## src/sv/sstd_pkg.sv

```systemverilog
// ----------------------------------------------------------------------------
// sstd_pkg
// shared types, constants and the odd prime table of the smoothness tester
// ----------------------------------------------------------------------------
package sstd_pkg;

  localparam int unsigned MaxBaseDefault = 32;
  localparam int unsigned OddPrimeCount  = 72;
  localparam int unsigned PrimeW         = 9;
  localparam int unsigned ExpW           = 6;
  localparam int unsigned QW             = 64;
  localparam int unsigned NW             = 32;
  localparam int unsigned TabIdxW        = 7;

  localparam logic [NW-1:0]     NReset     = 32'd16157;
  localparam logic [PrimeW-1:0] LimitReset = 9'd30;
  localparam logic [PrimeW-1:0] PrimeTwo   = 9'd2;

  // configuration register indexes
  localparam logic [0:0] RegNValue     = 1'b0;
  localparam logic [0:0] RegPrimeLimit = 1'b1;

  typedef enum logic [2:0] {
    ST_IDLE,
    ST_BUILD_INIT,
    ST_BUILD_POW,
    ST_BUILD_NEXT,
    ST_DIVIDE,
    ST_EMIT
  } state_t;

  // control handed from the sequencer to each cell of the chain
  typedef struct packed {
    logic load;   // load (not connected to any cell of the chain)
    logic shift;  // pass prime and exponent one cell along
  } cell_ctl_t;

  function automatic logic [PrimeW-1:0] odd_prime(input logic [TabIdxW-1:0] idx);
    logic [PrimeW-1:0] p;
    case (idx)
      7'd0: p = 9'd3;     7'd1: p = 9'd5;     7'd2: p = 9'd7;     7'd3: p = 9'd11;
      7'd4: p = 9'd13;    7'd5: p = 9'd17;    7'd6: p = 9'd19;    7'd7: p = 9'd23;
      7'd8: p = 9'd29;    7'd9: p = 9'd31;    7'd10: p = 9'd37;   7'd11: p = 9'd41;
      7'd12: p = 9'd43;   7'd13: p = 9'd47;   7'd14: p = 9'd53;   7'd15: p = 9'd59;
      7'd16: p = 9'd61;   7'd17: p = 9'd67;   7'd18: p = 9'd71;   7'd19: p = 9'd73;
      7'd20: p = 9'd79;   7'd21: p = 9'd83;   7'd22: p = 9'd89;   7'd23: p = 9'd97;
      7'd24: p = 9'd101;  7'd25: p = 9'd103;  7'd26: p = 9'd107;  7'd27: p = 9'd109;
      7'd28: p = 9'd113;  7'd29: p = 9'd127;  7'd30: p = 9'd131;  7'd31: p = 9'd137;
      7'd32: p = 9'd139;  7'd33: p = 9'd149;  7'd34: p = 9'd151;  7'd35: p = 9'd157;
      7'd36: p = 9'd163;  7'd37: p = 9'd167;  7'd38: p = 9'd173;  7'd39: p = 9'd179;
      7'd40: p = 9'd181;  7'd41: p = 9'd191;  7'd42: p = 9'd193;  7'd43: p = 9'd197;
      7'd44: p = 9'd199;  7'd45: p = 9'd211;  7'd46: p = 9'd223;  7'd47: p = 9'd227;
      7'd48: p = 9'd229;  7'd49: p = 9'd233;  7'd50: p = 9'd239;  7'd51: p = 9'd241;
      7'd52: p = 9'd251;  7'd53: p = 9'd257;  7'd54: p = 9'd263;  7'd55: p = 9'd269;
      7'd56: p = 9'd271;  7'd57: p = 9'd277;  7'd58: p = 9'd281;  7'd59: p = 9'd283;
      7'd60: p = 9'd293;  7'd61: p = 9'd307;  7'd62: p = 9'd311;  7'd63: p = 9'd313;
      7'd64: p = 9'd317;  7'd65: p = 9'd331;  7'd66: p = 9'd337;  7'd67: p = 9'd347;
      7'd68: p = 9'd349;  7'd69: p = 9'd353;  7'd70: p = 9'd359;  7'd71: p = 9'd367;
      default: p = 9'd0;
    endcase
    return p;
  endfunction

endpackage

```

## src/sv/sstd_divmod.sv

```systemverilog
// ----------------------------------------------------------------------------
// sstd_divmod
// radix-2 restoring divider of a 64-bit value by a 9-bit prime
// ----------------------------------------------------------------------------
module sstd_divmod (
  input  logic                          clk,
  input  logic                          rst_n,
  input  logic                          start,
  input  logic [sstd_pkg::QW-1:0]       dividend,
  input  logic [sstd_pkg::PrimeW-1:0]   divisor,
  output logic                          done,
  output logic [sstd_pkg::QW-1:0]       quotient,
  output logic [sstd_pkg::PrimeW-1:0]   remainder
);

  localparam int unsigned CntW = $clog2(sstd_pkg::QW) + 1;

  logic                        busy_r, busy_nxt;
  logic [CntW-1:0]             cnt_r, cnt_nxt;
  logic [sstd_pkg::QW-1:0]     quo_r, quo_nxt;
  logic [sstd_pkg::PrimeW-1:0] rem_r, rem_nxt;
  logic [sstd_pkg::PrimeW-1:0] div_r, div_nxt;
  logic                        done_r, done_nxt;
  logic [sstd_pkg::PrimeW:0]   trial;

  // one quotient bit per cycle
  always_comb begin
    busy_nxt = busy_r;
    cnt_nxt  = cnt_r;
    quo_nxt  = quo_r;
    rem_nxt  = rem_r;
    div_nxt  = div_r;
    done_nxt = 1'b0;
    trial    = {rem_r, quo_r[sstd_pkg::QW-1]};
    if (start) begin
      busy_nxt = 1'b1;
      cnt_nxt  = CntW'(sstd_pkg::QW);
      quo_nxt  = dividend;
      rem_nxt  = '0;
      div_nxt  = divisor;
    end else if (busy_r) begin
      if (trial >= {1'b0, div_r}) begin
        rem_nxt = sstd_pkg::PrimeW'(trial - {1'b0, div_r});
        quo_nxt = {quo_r[sstd_pkg::QW-2:0], 1'b1};
      end else begin
        rem_nxt = sstd_pkg::PrimeW'(trial);
        quo_nxt = {quo_r[sstd_pkg::QW-2:0], 1'b0};
      end
      cnt_nxt = cnt_r - 1'b1;
      if (cnt_r == CntW'(1)) begin
        busy_nxt = 1'b0;
        done_nxt = 1'b1;
      end
    end
  end

  always_ff @(posedge clk) begin
    if (!rst_n) begin
      busy_r <= 1'b0;
      done_r <= 1'b0;
      cnt_r  <= '0;
    end else begin
      busy_r <= busy_nxt;
      done_r <= done_nxt;
      cnt_r  <= cnt_nxt;
    end
    quo_r <= quo_nxt;
    rem_r <= rem_nxt;
    div_r <= div_nxt;
  end

  assign done      = done_r;
  assign quotient  = quo_r;
  assign remainder = rem_r;

endmodule

```

## src/sv/sstd_cell.sv

```systemverilog
// ----------------------------------------------------------------------------
// sstd_cell
// one slot of the result chain: holds a base prime and its exponent
// ----------------------------------------------------------------------------
module sstd_cell (
  input  logic                        clk,
  input  logic                        shift,
  input  logic                        prime_wr,
  input  logic [sstd_pkg::PrimeW-1:0] prime_in,
  input  logic                        exp_wr,
  input  logic [sstd_pkg::ExpW-1:0]   exp_in,
  input  logic [sstd_pkg::PrimeW-1:0] prime_prev,
  input  logic [sstd_pkg::ExpW-1:0]   exp_prev,
  output logic [sstd_pkg::PrimeW-1:0] prime_out,
  output logic [sstd_pkg::ExpW-1:0]   exp_out
);

  logic [sstd_pkg::PrimeW-1:0] prime_r;
  logic [sstd_pkg::ExpW-1:0]   exp_r;

  // rotate along the chain (the tail may take a fresh exponent), or take a prime write
  always_ff @(posedge clk) begin
    if (shift) begin
      prime_r <= prime_prev;
      exp_r   <= exp_wr ? exp_in : exp_prev;
    end else begin
      if (prime_wr) begin
        prime_r <= prime_in;
      end
    end
  end

  assign prime_out = prime_r;
  assign exp_out   = exp_r;

endmodule

```

## src/sv/sieve_smoothness_trial_divider.sv

```systemverilog
// ----------------------------------------------------------------------------
// sieve_smoothness_trial_divider
// quadratic sieve smoothness test by trial division over a factor base
// ----------------------------------------------------------------------------
// The factor base is held in a ring of cells as long as the base; cell 0
// always carries the prime under work and the ring rotates one step per
// prime, the finished exponent entering at the tail. Each trial division of
// the 64-bit value by a prime uses a shared bit-serial divider. Building the
// base after reset or a register write runs the Euler power on each odd
// table prime tried, using the same divider for the reduction of N and for
// each modular product. A new candidate is taken only after every result of
// the previous one has been transferred.
// ----------------------------------------------------------------------------
module sieve_smoothness_trial_divider #(
  parameter int unsigned MAX_BASE = sstd_pkg::MaxBaseDefault
) (
  input  logic                        clk,
  input  logic                        rst_n,
  input  logic                        in_valid,
  output logic                        in_stall,
  input  logic [31:0]                 in_candidate_x,
  output logic                        out_valid,
  input  logic                        out_stall,
  output logic [8:0]                  out_base_prime,
  output logic [5:0]                  out_exponent,
  output logic [63:0]                 out_cofactor,
  output logic                        out_is_smooth,
  output logic                        out_status,
  output logic                        out_last,
  input  logic                        cfg_we,
  input  logic                        cfg_index,
  input  logic [31:0]                 cfg_data
);

  localparam int unsigned SzW = $clog2(MAX_BASE + 1);
  localparam int unsigned PW  = sstd_pkg::PrimeW;
  localparam int unsigned EW  = sstd_pkg::ExpW;
  localparam int unsigned QW  = sstd_pkg::QW;

  sstd_pkg::state_t state_r, state_nxt;

  logic [31:0]     n_r;
  logic [PW-1:0]   limit_r;
  logic            ready_r;
  logic [SzW-1:0]  size_r;
  logic [SzW-1:0]  cnt_r;
  logic [sstd_pkg::TabIdxW-1:0] tab_r;
  logic [PW-1:0]   acc_r;
  logic [PW-1:0]   r_r;
  logic [PW-1:0]   pow_r;
  logic            pow_mul_r;   // 0: reducing n, 1: reducing product
  logic            x_pend_r;
  logic [31:0]     x_r;
  logic [QW-1:0]   q_r;
  logic            err_r;
  logic [EW-1:0]   e_r;
  logic            dv_busy_r;

  // chain signals
  logic [PW-1:0] c_prime [MAX_BASE];
  logic [EW-1:0] c_exp   [MAX_BASE];
  sstd_pkg::cell_ctl_t ctl;
  logic          wr_prime, wr_exp;
  logic [PW-1:0] wr_prime_val;
  logic [SzW-1:0] wr_slot;

  // divider
  logic          dv_start, dv_done;
  logic [QW-1:0] dv_a, dv_q;
  logic [PW-1:0] dv_b, dv_r;

  logic [PW-1:0]   tab_p;
  logic [QW-1:0]   sq;
  logic            out_fire;
  logic [PW-1:0]   mul_b;
  logic [2*PW-1:0] pow_prod;

  assign tab_p    = sstd_pkg::odd_prime(tab_r);
  assign sq       = QW'(x_r) * QW'(x_r);
  assign out_fire = out_valid && !out_stall;
  // one candidate at a time, counting the cycle it waits in idle
  assign in_stall = (state_r != sstd_pkg::ST_IDLE) || x_pend_r;

  // next modular product: r times r, times one for a half exponent of one,
  // or the running power times r
  assign mul_b    = pow_mul_r ? r_r : ((pow_r == 9'd1) ? 9'd1 : dv_r);
  assign pow_prod = {{PW{1'b0}}, dv_r} * {{PW{1'b0}}, mul_b};

  sstd_divmod u_div (
    .clk(clk), .rst_n(rst_n), .start(dv_start), .dividend(dv_a),
    .divisor(dv_b), .done(dv_done), .quotient(dv_q), .remainder(dv_r)
  );

  // row of cells, rotating toward cell 0; the last cell of the base takes from cell 0
  for (genvar i = 0; i < MAX_BASE; i++) begin : g_cell
    logic is_tail;
    assign is_tail = (size_r == SzW'(i + 1));
    sstd_cell u_cell (
      .clk(clk), .shift(ctl.shift),
      .prime_wr(wr_prime && (wr_slot == SzW'(i))), .prime_in(wr_prime_val),
      .exp_wr(wr_exp && is_tail), .exp_in(e_r),
      .prime_prev(is_tail ? c_prime[0] : c_prime[(i + 1) % MAX_BASE]),
      .exp_prev(is_tail ? c_exp[0] : c_exp[(i + 1) % MAX_BASE]),
      .prime_out(c_prime[i]), .exp_out(c_exp[i])
    );
  end

  // next state
  always_comb begin
    state_nxt = state_r;
    case (state_r)
      sstd_pkg::ST_IDLE:
        if (x_pend_r) state_nxt = ready_r ? sstd_pkg::ST_DIVIDE : sstd_pkg::ST_BUILD_INIT;
      sstd_pkg::ST_BUILD_INIT: state_nxt = sstd_pkg::ST_BUILD_NEXT;
      sstd_pkg::ST_BUILD_NEXT:
        if (size_r == SzW'(MAX_BASE) || tab_r == sstd_pkg::TabIdxW'(sstd_pkg::OddPrimeCount)
            || tab_p >= limit_r)
          state_nxt = sstd_pkg::ST_DIVIDE;
        else
          state_nxt = sstd_pkg::ST_BUILD_POW;
      sstd_pkg::ST_BUILD_POW:
        if (dv_done && pow_mul_r && pow_r <= 9'd1) state_nxt = sstd_pkg::ST_BUILD_NEXT;
      sstd_pkg::ST_DIVIDE:
        if (err_r || (cnt_r == size_r && !dv_busy_r)) state_nxt = sstd_pkg::ST_EMIT;
      sstd_pkg::ST_EMIT:
        if (out_fire && out_last) state_nxt = sstd_pkg::ST_IDLE;
      default: state_nxt = sstd_pkg::ST_IDLE;
    endcase
  end

  // datapath control outputs
  always_comb begin
    dv_start     = 1'b0;
    dv_a         = q_r;
    dv_b         = c_prime[0];
    ctl          = '0;
    wr_prime     = 1'b0;
    wr_exp       = 1'b0;
    wr_prime_val = tab_p;
    wr_slot      = size_r;
    case (state_r)
      sstd_pkg::ST_BUILD_INIT: begin
        wr_prime     = 1'b1;
        wr_prime_val = sstd_pkg::PrimeTwo;
        wr_slot      = '0;
      end
      sstd_pkg::ST_BUILD_NEXT:
        if (state_nxt == sstd_pkg::ST_BUILD_POW) begin
          dv_start = 1'b1;
          dv_a     = QW'(n_r);
          dv_b     = tab_p;
        end
      sstd_pkg::ST_BUILD_POW: begin
        dv_b = tab_p;
        if (dv_done) begin
          if (pow_mul_r && pow_r <= 9'd1) begin
            wr_prime = (dv_r == 9'd1);
          end else begin
            dv_start = 1'b1;
            dv_a     = QW'(pow_prod);
          end
        end
      end
      sstd_pkg::ST_DIVIDE:
        if (!err_r && cnt_r != size_r) begin
          if (!dv_busy_r) begin
            dv_start = 1'b1;
          end else if (dv_done && dv_r != '0) begin
            wr_exp    = 1'b1;
            ctl.shift = 1'b1;
          end
        end
      sstd_pkg::ST_EMIT:
        ctl.shift = out_fire && !err_r;
      default: ;
    endcase
  end

  // registers
  always_ff @(posedge clk) begin
    if (!rst_n) begin
      state_r  <= sstd_pkg::ST_IDLE;
      n_r      <= sstd_pkg::NReset;
      limit_r  <= sstd_pkg::LimitReset;
      ready_r  <= 1'b0;
      size_r   <= '0;
      x_pend_r <= 1'b0;
      dv_busy_r <= 1'b0;
    end else begin
      state_r <= state_nxt;
      if (cfg_we) begin
        case (cfg_index)
          sstd_pkg::RegNValue:     n_r <= cfg_data;
          sstd_pkg::RegPrimeLimit: limit_r <= cfg_data[PW-1:0];
          default: ;
        endcase
        ready_r <= 1'b0;
      end
      if (in_valid && !in_stall) begin
        x_pend_r <= 1'b1;
        x_r      <= in_candidate_x;
      end
      case (state_r)
        sstd_pkg::ST_IDLE:
          if (x_pend_r) begin
            x_pend_r <= 1'b0;
            tab_r    <= '0;
            cnt_r    <= '0;
            e_r      <= '0;
            dv_busy_r <= 1'b0;
            err_r    <= (sq <= QW'(n_r));
            q_r      <= sq - QW'(n_r);
          end
        sstd_pkg::ST_BUILD_INIT: size_r <= SzW'(1);
        sstd_pkg::ST_BUILD_NEXT: begin
          pow_mul_r <= 1'b0;
          pow_r     <= PW'(({1'b0, tab_p} - 10'd1) >> 1);
          if (state_nxt == sstd_pkg::ST_DIVIDE) ready_r <= 1'b1;
        end
        sstd_pkg::ST_BUILD_POW:
          if (dv_done) begin
            if (!pow_mul_r) begin
              r_r       <= dv_r;
              pow_mul_r <= 1'b1;
              // half exponent of one: acc is r itself, finish via product of r*1
              if (pow_r == 9'd1) pow_r <= 9'd0;
              else pow_r <= pow_r - 9'd1;
            end else if (pow_r <= 9'd1) begin
              if (dv_r == 9'd1) size_r <= size_r + 1'b1;
              tab_r <= tab_r + 1'b1;
            end else begin
              pow_r <= pow_r - 9'd1;
            end
          end
        sstd_pkg::ST_DIVIDE:
          if (!err_r && cnt_r != size_r) begin
            if (!dv_busy_r) begin
              dv_busy_r <= 1'b1;
            end else if (dv_done) begin
              if (dv_r == '0) begin
                q_r       <= dv_q;
                e_r       <= e_r + 1'b1;
                dv_busy_r <= 1'b0;
              end else begin
                dv_busy_r <= 1'b0;
                cnt_r     <= cnt_r + 1'b1;
                e_r       <= '0;
              end
            end
          end else cnt_r <= '0;
        sstd_pkg::ST_EMIT:
          if (out_fire) cnt_r <= cnt_r + 1'b1;
        default: ;
      endcase
    end
  end

  assign out_valid      = (state_r == sstd_pkg::ST_EMIT);
  assign out_base_prime = err_r ? '0 : c_prime[0];
  assign out_exponent   = err_r ? '0 : c_exp[0];
  assign out_cofactor   = err_r ? '0 : q_r;
  assign out_is_smooth  = !err_r && (q_r == QW'(1));
  assign out_status     = err_r;
  assign out_last       = err_r || (cnt_r == size_r - 1'b1);

endmodule
```

## config.mk

```make
export PLATFORM = sky130hd
export DESIGN_NAME = sieve_smoothness_trial_divider
export DESIGN_NICKNAME = d
export VERILOG_FILES = /design/src/sv/sstd_pkg.sv /design/src/sv/sstd_divmod.sv /design/src/sv/sstd_cell.sv /design/src/sv/sieve_smoothness_trial_divider.sv
export SDC_FILE = /design/constraint.sdc
export NUM_CORES = 2
export LEC_CHECK = 0
export BUFFER_PORTS_ARGS = -buffer_cell sky130_fd_sc_hd__buf_2
export CAP_MARGIN = 20
export CORE_ASPECT_RATIO = 1.1
export CORE_UTILIZATION = 25
export CTS_CLUSTER_SIZE = 40
export DETAILED_ROUTE_END_ITERATION = 10
export HOLD_SLACK_MARGIN = 0.06
export SLEW_MARGIN = 10
export SYNTH_ARGS = -nofsm -noshare
export SYNTH_HDL_FRONTEND = slang
export SYNTH_SLANG_ARGS = --single-unit
export TNS_END_PERCENT = 10
```

## constraint.sdc

```tcl
create_clock -name clk -period 13.7 [get_ports clk]
set_input_delay 1.37 -clock clk [delete_from_list [all_inputs] [get_ports clk]]
set_output_delay 1.37 -clock clk [all_outputs]
set_load 0.03 [all_outputs]
```

==> flow_metrics.env <==
export IMPL_rsz0062_at_grt="false"
export IMPL_initial_core_util_pct=25.19
export IMPL_synth_edf_count=688
export IMPL_finalSetupViolations=0
export IMPL_drive_above_1_share_pct=6.669
export IMPL_cp_max_fo=16
export IMPL_overflow=0
export IMPL_die_y_um=560.6
export IMPL_core_area_mm2=0.2815
export IMPL_setup_worst_path_class="reg -> reg"
export IMPL_cts_tree="yes"
export IMPL_wl_um=222700
export IMPL_yosysUniqueCellTypes=100
export IMPL_synth_flop_cell="edfxtp_1"
export IMPL_tightest_slew_ns=1.359
export IMPL_crit_slowest_cell="edfxtp_1"
export IMPL_arrival_ns=11.67
export IMPL_grt_total_usage_pct=15.40
export IMPL_clock_latency_ns=0.76
export IMPL_syn_area_mm2=0.07092
export IMPL_ant_nets=0
export IMPL_numPortBuffers=153
export IMPL_wire_per_inst_um=20.44
export IMPL_vias_per_cell=4.782
export IMPL_ys_seq_area_share_pct=31.39
export IMPL_met2_wirelength_um=113500
export IMPL_maxCapViolCount=0
export IMPL_gp_congestion=0.9205
export IMPL_required_ns=14.17
export IMPL_clkSinkCount=768
export IMPL_cts_resized=0
export IMPL_die_width_um=509.8
export IMPL_async_flop_share_pct=0
export IMPL_hold_buffers=0
export IMPL_clkTransAtPathRegs_ns=0.07
export IMPL_area_growth_pct=10.43
export IMPL_crit_top_cell="fa_1"
export IMPL_cts_buffer_depth=3
export IMPL_min_path_type="reg -> reg"
export IMPL_cts_buffers_inserted=80
export IMPL_crit_path_start_kind="flip-flop"
export IMPL_first_pass_iters=6
export IMPL_synth_net_count=8486
export IMPL_hold_viol_final=0
export IMPL_dieArea_mm2=0.2858
export IMPL_slew_viol_final=0
export IMPL_yosys_area_top_type="edfxtp_1"
export IMPL_ys_ff_latch=768
export IMPL_netlist_top_cells_area="edfxtp_1 29%, fa_1 24%, ha_1 6.9%"
export IMPL_status="completed"
export IMPL_cts_setup_buffers=0
export IMPL_grt_pass1_wl_um=337400
export IMPL_drc_errors=0
export IMPL_max_slew_margin_pct=9.374
export IMPL_io_pins=154
export IMPL_fillers=29580
export IMPL_top_layer="met5"
export IMPL_grt_pass1_vias=54930
export IMPL_fmax_mhz=89.23
export IMPL_htreeDepth=3
export IMPL_vias=52110
export IMPL_postSynthAreaPerCell_um2=9.886
export IMPL_wl_met1_um=85290
export IMPL_grt_max_degree=301
export IMPL_dr_wl_met3_um=10900
export IMPL_synth_top_cell_area_share_pct=29.13
export IMPL_critPathCaptureType="flip-flop"
export IMPL_final_nets=8416
export IMPL_critPathMaxStageDelay_ns=0.84
export IMPL_synth_cells=7173
export IMPL_yosysWarnings=0
export IMPL_antenna_found_initial=28
export IMPL_cts_root_buf="clkbuf_16"
export IMPL_period_minus_slack_ns=11.21
export IMPL_post_dp_hpwl_um=169400
export IMPL_fp_row_count=204
export IMPL_fin_crit_sh_pct=81.80
export IMPL_finalClockSkew_ns=0.1050
export IMPL_drtIter0Drc=4026
export IMPL_fin_setup_tns_ns=0
sequential cells by signal, indices dropped and copies added (netlist names), 9 cells and up:
register and flops:
limit_r 9, g_cell.u_cell.exp_out 192, tab_p 9, pow_r 9, u_div.div_r 9, x_r 32, q_r 64, u_div.remainder 9
g_cell.u_cell.prime_out 288, u_div.quotient 64, n_r 32, r_r 9
worst max-delay path: cells and delay by family, from the launching register on:
| family | cells | cell delay [ns] |
|---|---|---|
| flip-flops | 1 | 0.84 |
| XOR/XNOR | 1 | 0.17 |
| AO/OA/AOI/OAI | 7 | 1.59 |
| buffers and inverters | 3 | 0.76 |
| AND/OR/NAND/NOR | 8 | 2.79 |
| adder cells (fa/ha/maj) | 10 | 4.77 |
final timing paths:
| check | to | cells past startpoint | slack [ns] | start |
|---|---|---|---|---|
| setup / recovery | q_r[60]$_DFFE_PP_ | 29 | 2.49 | x_r[6]$_DFFE_PP_ |
| hold / removal | n_r[14]$_SDFFE_PN0P_ | 2 | 0.46 | n_r[14]$_SDFFE_PN0P_ |
| setup reg to reg | q_r[60]$_DFFE_PP_ | 29 | 2.49 | x_r[6]$_DFFE_PP_ |
| hold reg to reg | n_r[14]$_SDFFE_PN0P_ | 2 | 0.46 | n_r[14]$_SDFFE_PN0P_ |
cell type report:
| cell class | instances | area (um^2) | share of cell area [%] |
|---|---|---|---|
| multi-input cells | 4859 | 42950 | 54.84 |
| flip-flops and latches | 768 | 22260 | 28.43 |
| well taps | 3708 | 4639 | 5.924 |
| inverters | 1130 | 4247 | 5.422 |
| clock buffers | 105 | 2168 | 2.769 |
| repair buffers | 264 | 1614 | 2.061 |
| clock inverters | 42 | 381.6 | 0.4873 |
| diodes | 22 | 55.05 | 0.07030 |
cell families (layout without fill, tap and decap cells):
family / after synthesis / in the layout / synth area share, %
AOI/OAI and AO/OA: 1231 / 1231 / 10.29
xor gates and xnor gates: 185 / 185 / 2.285
adders and majority gates: 1243 / 1243 / 30.96
buffers and inverters: 1546 / 1541 / 8.217
DFF: 768 / 768 / 31.39
muxes: 320 / 320 / 4.578
other: 0 / 22 / 0
and+or+nand+nor: 1880 / 1880 / 12.28
per-layer routing:
metal,global-route usage [%],up-vias
li1,-,23450
met1,18.14,26530
met2,27.42,1669
met3,1.616,463
met4,7.937,2
met5,0,-
synth_stat cells (45+ instances only):
cell type,number
inv_1,1123
nand2_1,934
fa_1,853
edfxtp_1,688
o21ai_0,611
clkbuf_1,391
ha_1,390
nor2_1,296
mux2i_1,294
a21oi_1,218
and2_1,218
xnor2_1,107
nor2b_1,105
dfxtp_1,80
xor2_1,78
nand3_1,75
a21o_1,68
a31oi_1,48
nor3_1,45
stage by stage:
| stage | utilization (%) | area [um^2] | setup slack, ns | instances | hold WS, ns |
|---|---|---|---|---|---|
| floorplan | - | 70920 | 3.987 | 7173 | 0.4363 |
| global placement | 26.85 | 75610 | 2.763 | 10720 | 0.4497 |
| detailed placement | 26.86 | 75630 | 2.596 | 10720 | 0.4518 |
| CTS | 27.77 | 78180 | 2.550 | 10870 | 0.4596 |
| global route | 27.82 | 78310 | 1.946 | 10900 | 0.4765 |
| finish | 27.82 | 78320 | 2.493 | 10900 | 0.4576 |
placed cells by master (no fill, tap or decap), drive strengths merged, types with 17 or more instances in the layout:
master and instances:
mux2 25, and3 22, diode 22, nor4 42
and2 220, ha 390, buf 261, clkbuf 108
nand2 934, o211ai 31, edfxtp 688, inv 1130
nand4 36, a31oi 48, mux2i 294, nand2b 25
nor3 48, nor2 296, xor2 78, o21a 29
nor2b 105, dfxtp 80, or3 17, o21ai 631
a21oi 219, a211oi 36, fa 853, clkinv 37
o21bai 23, a21o 68, xnor2 107, nand3 75
Power is not shown: default switching activity piles up to over one toggle a cycle in this logic, so the estimate is an artifact.
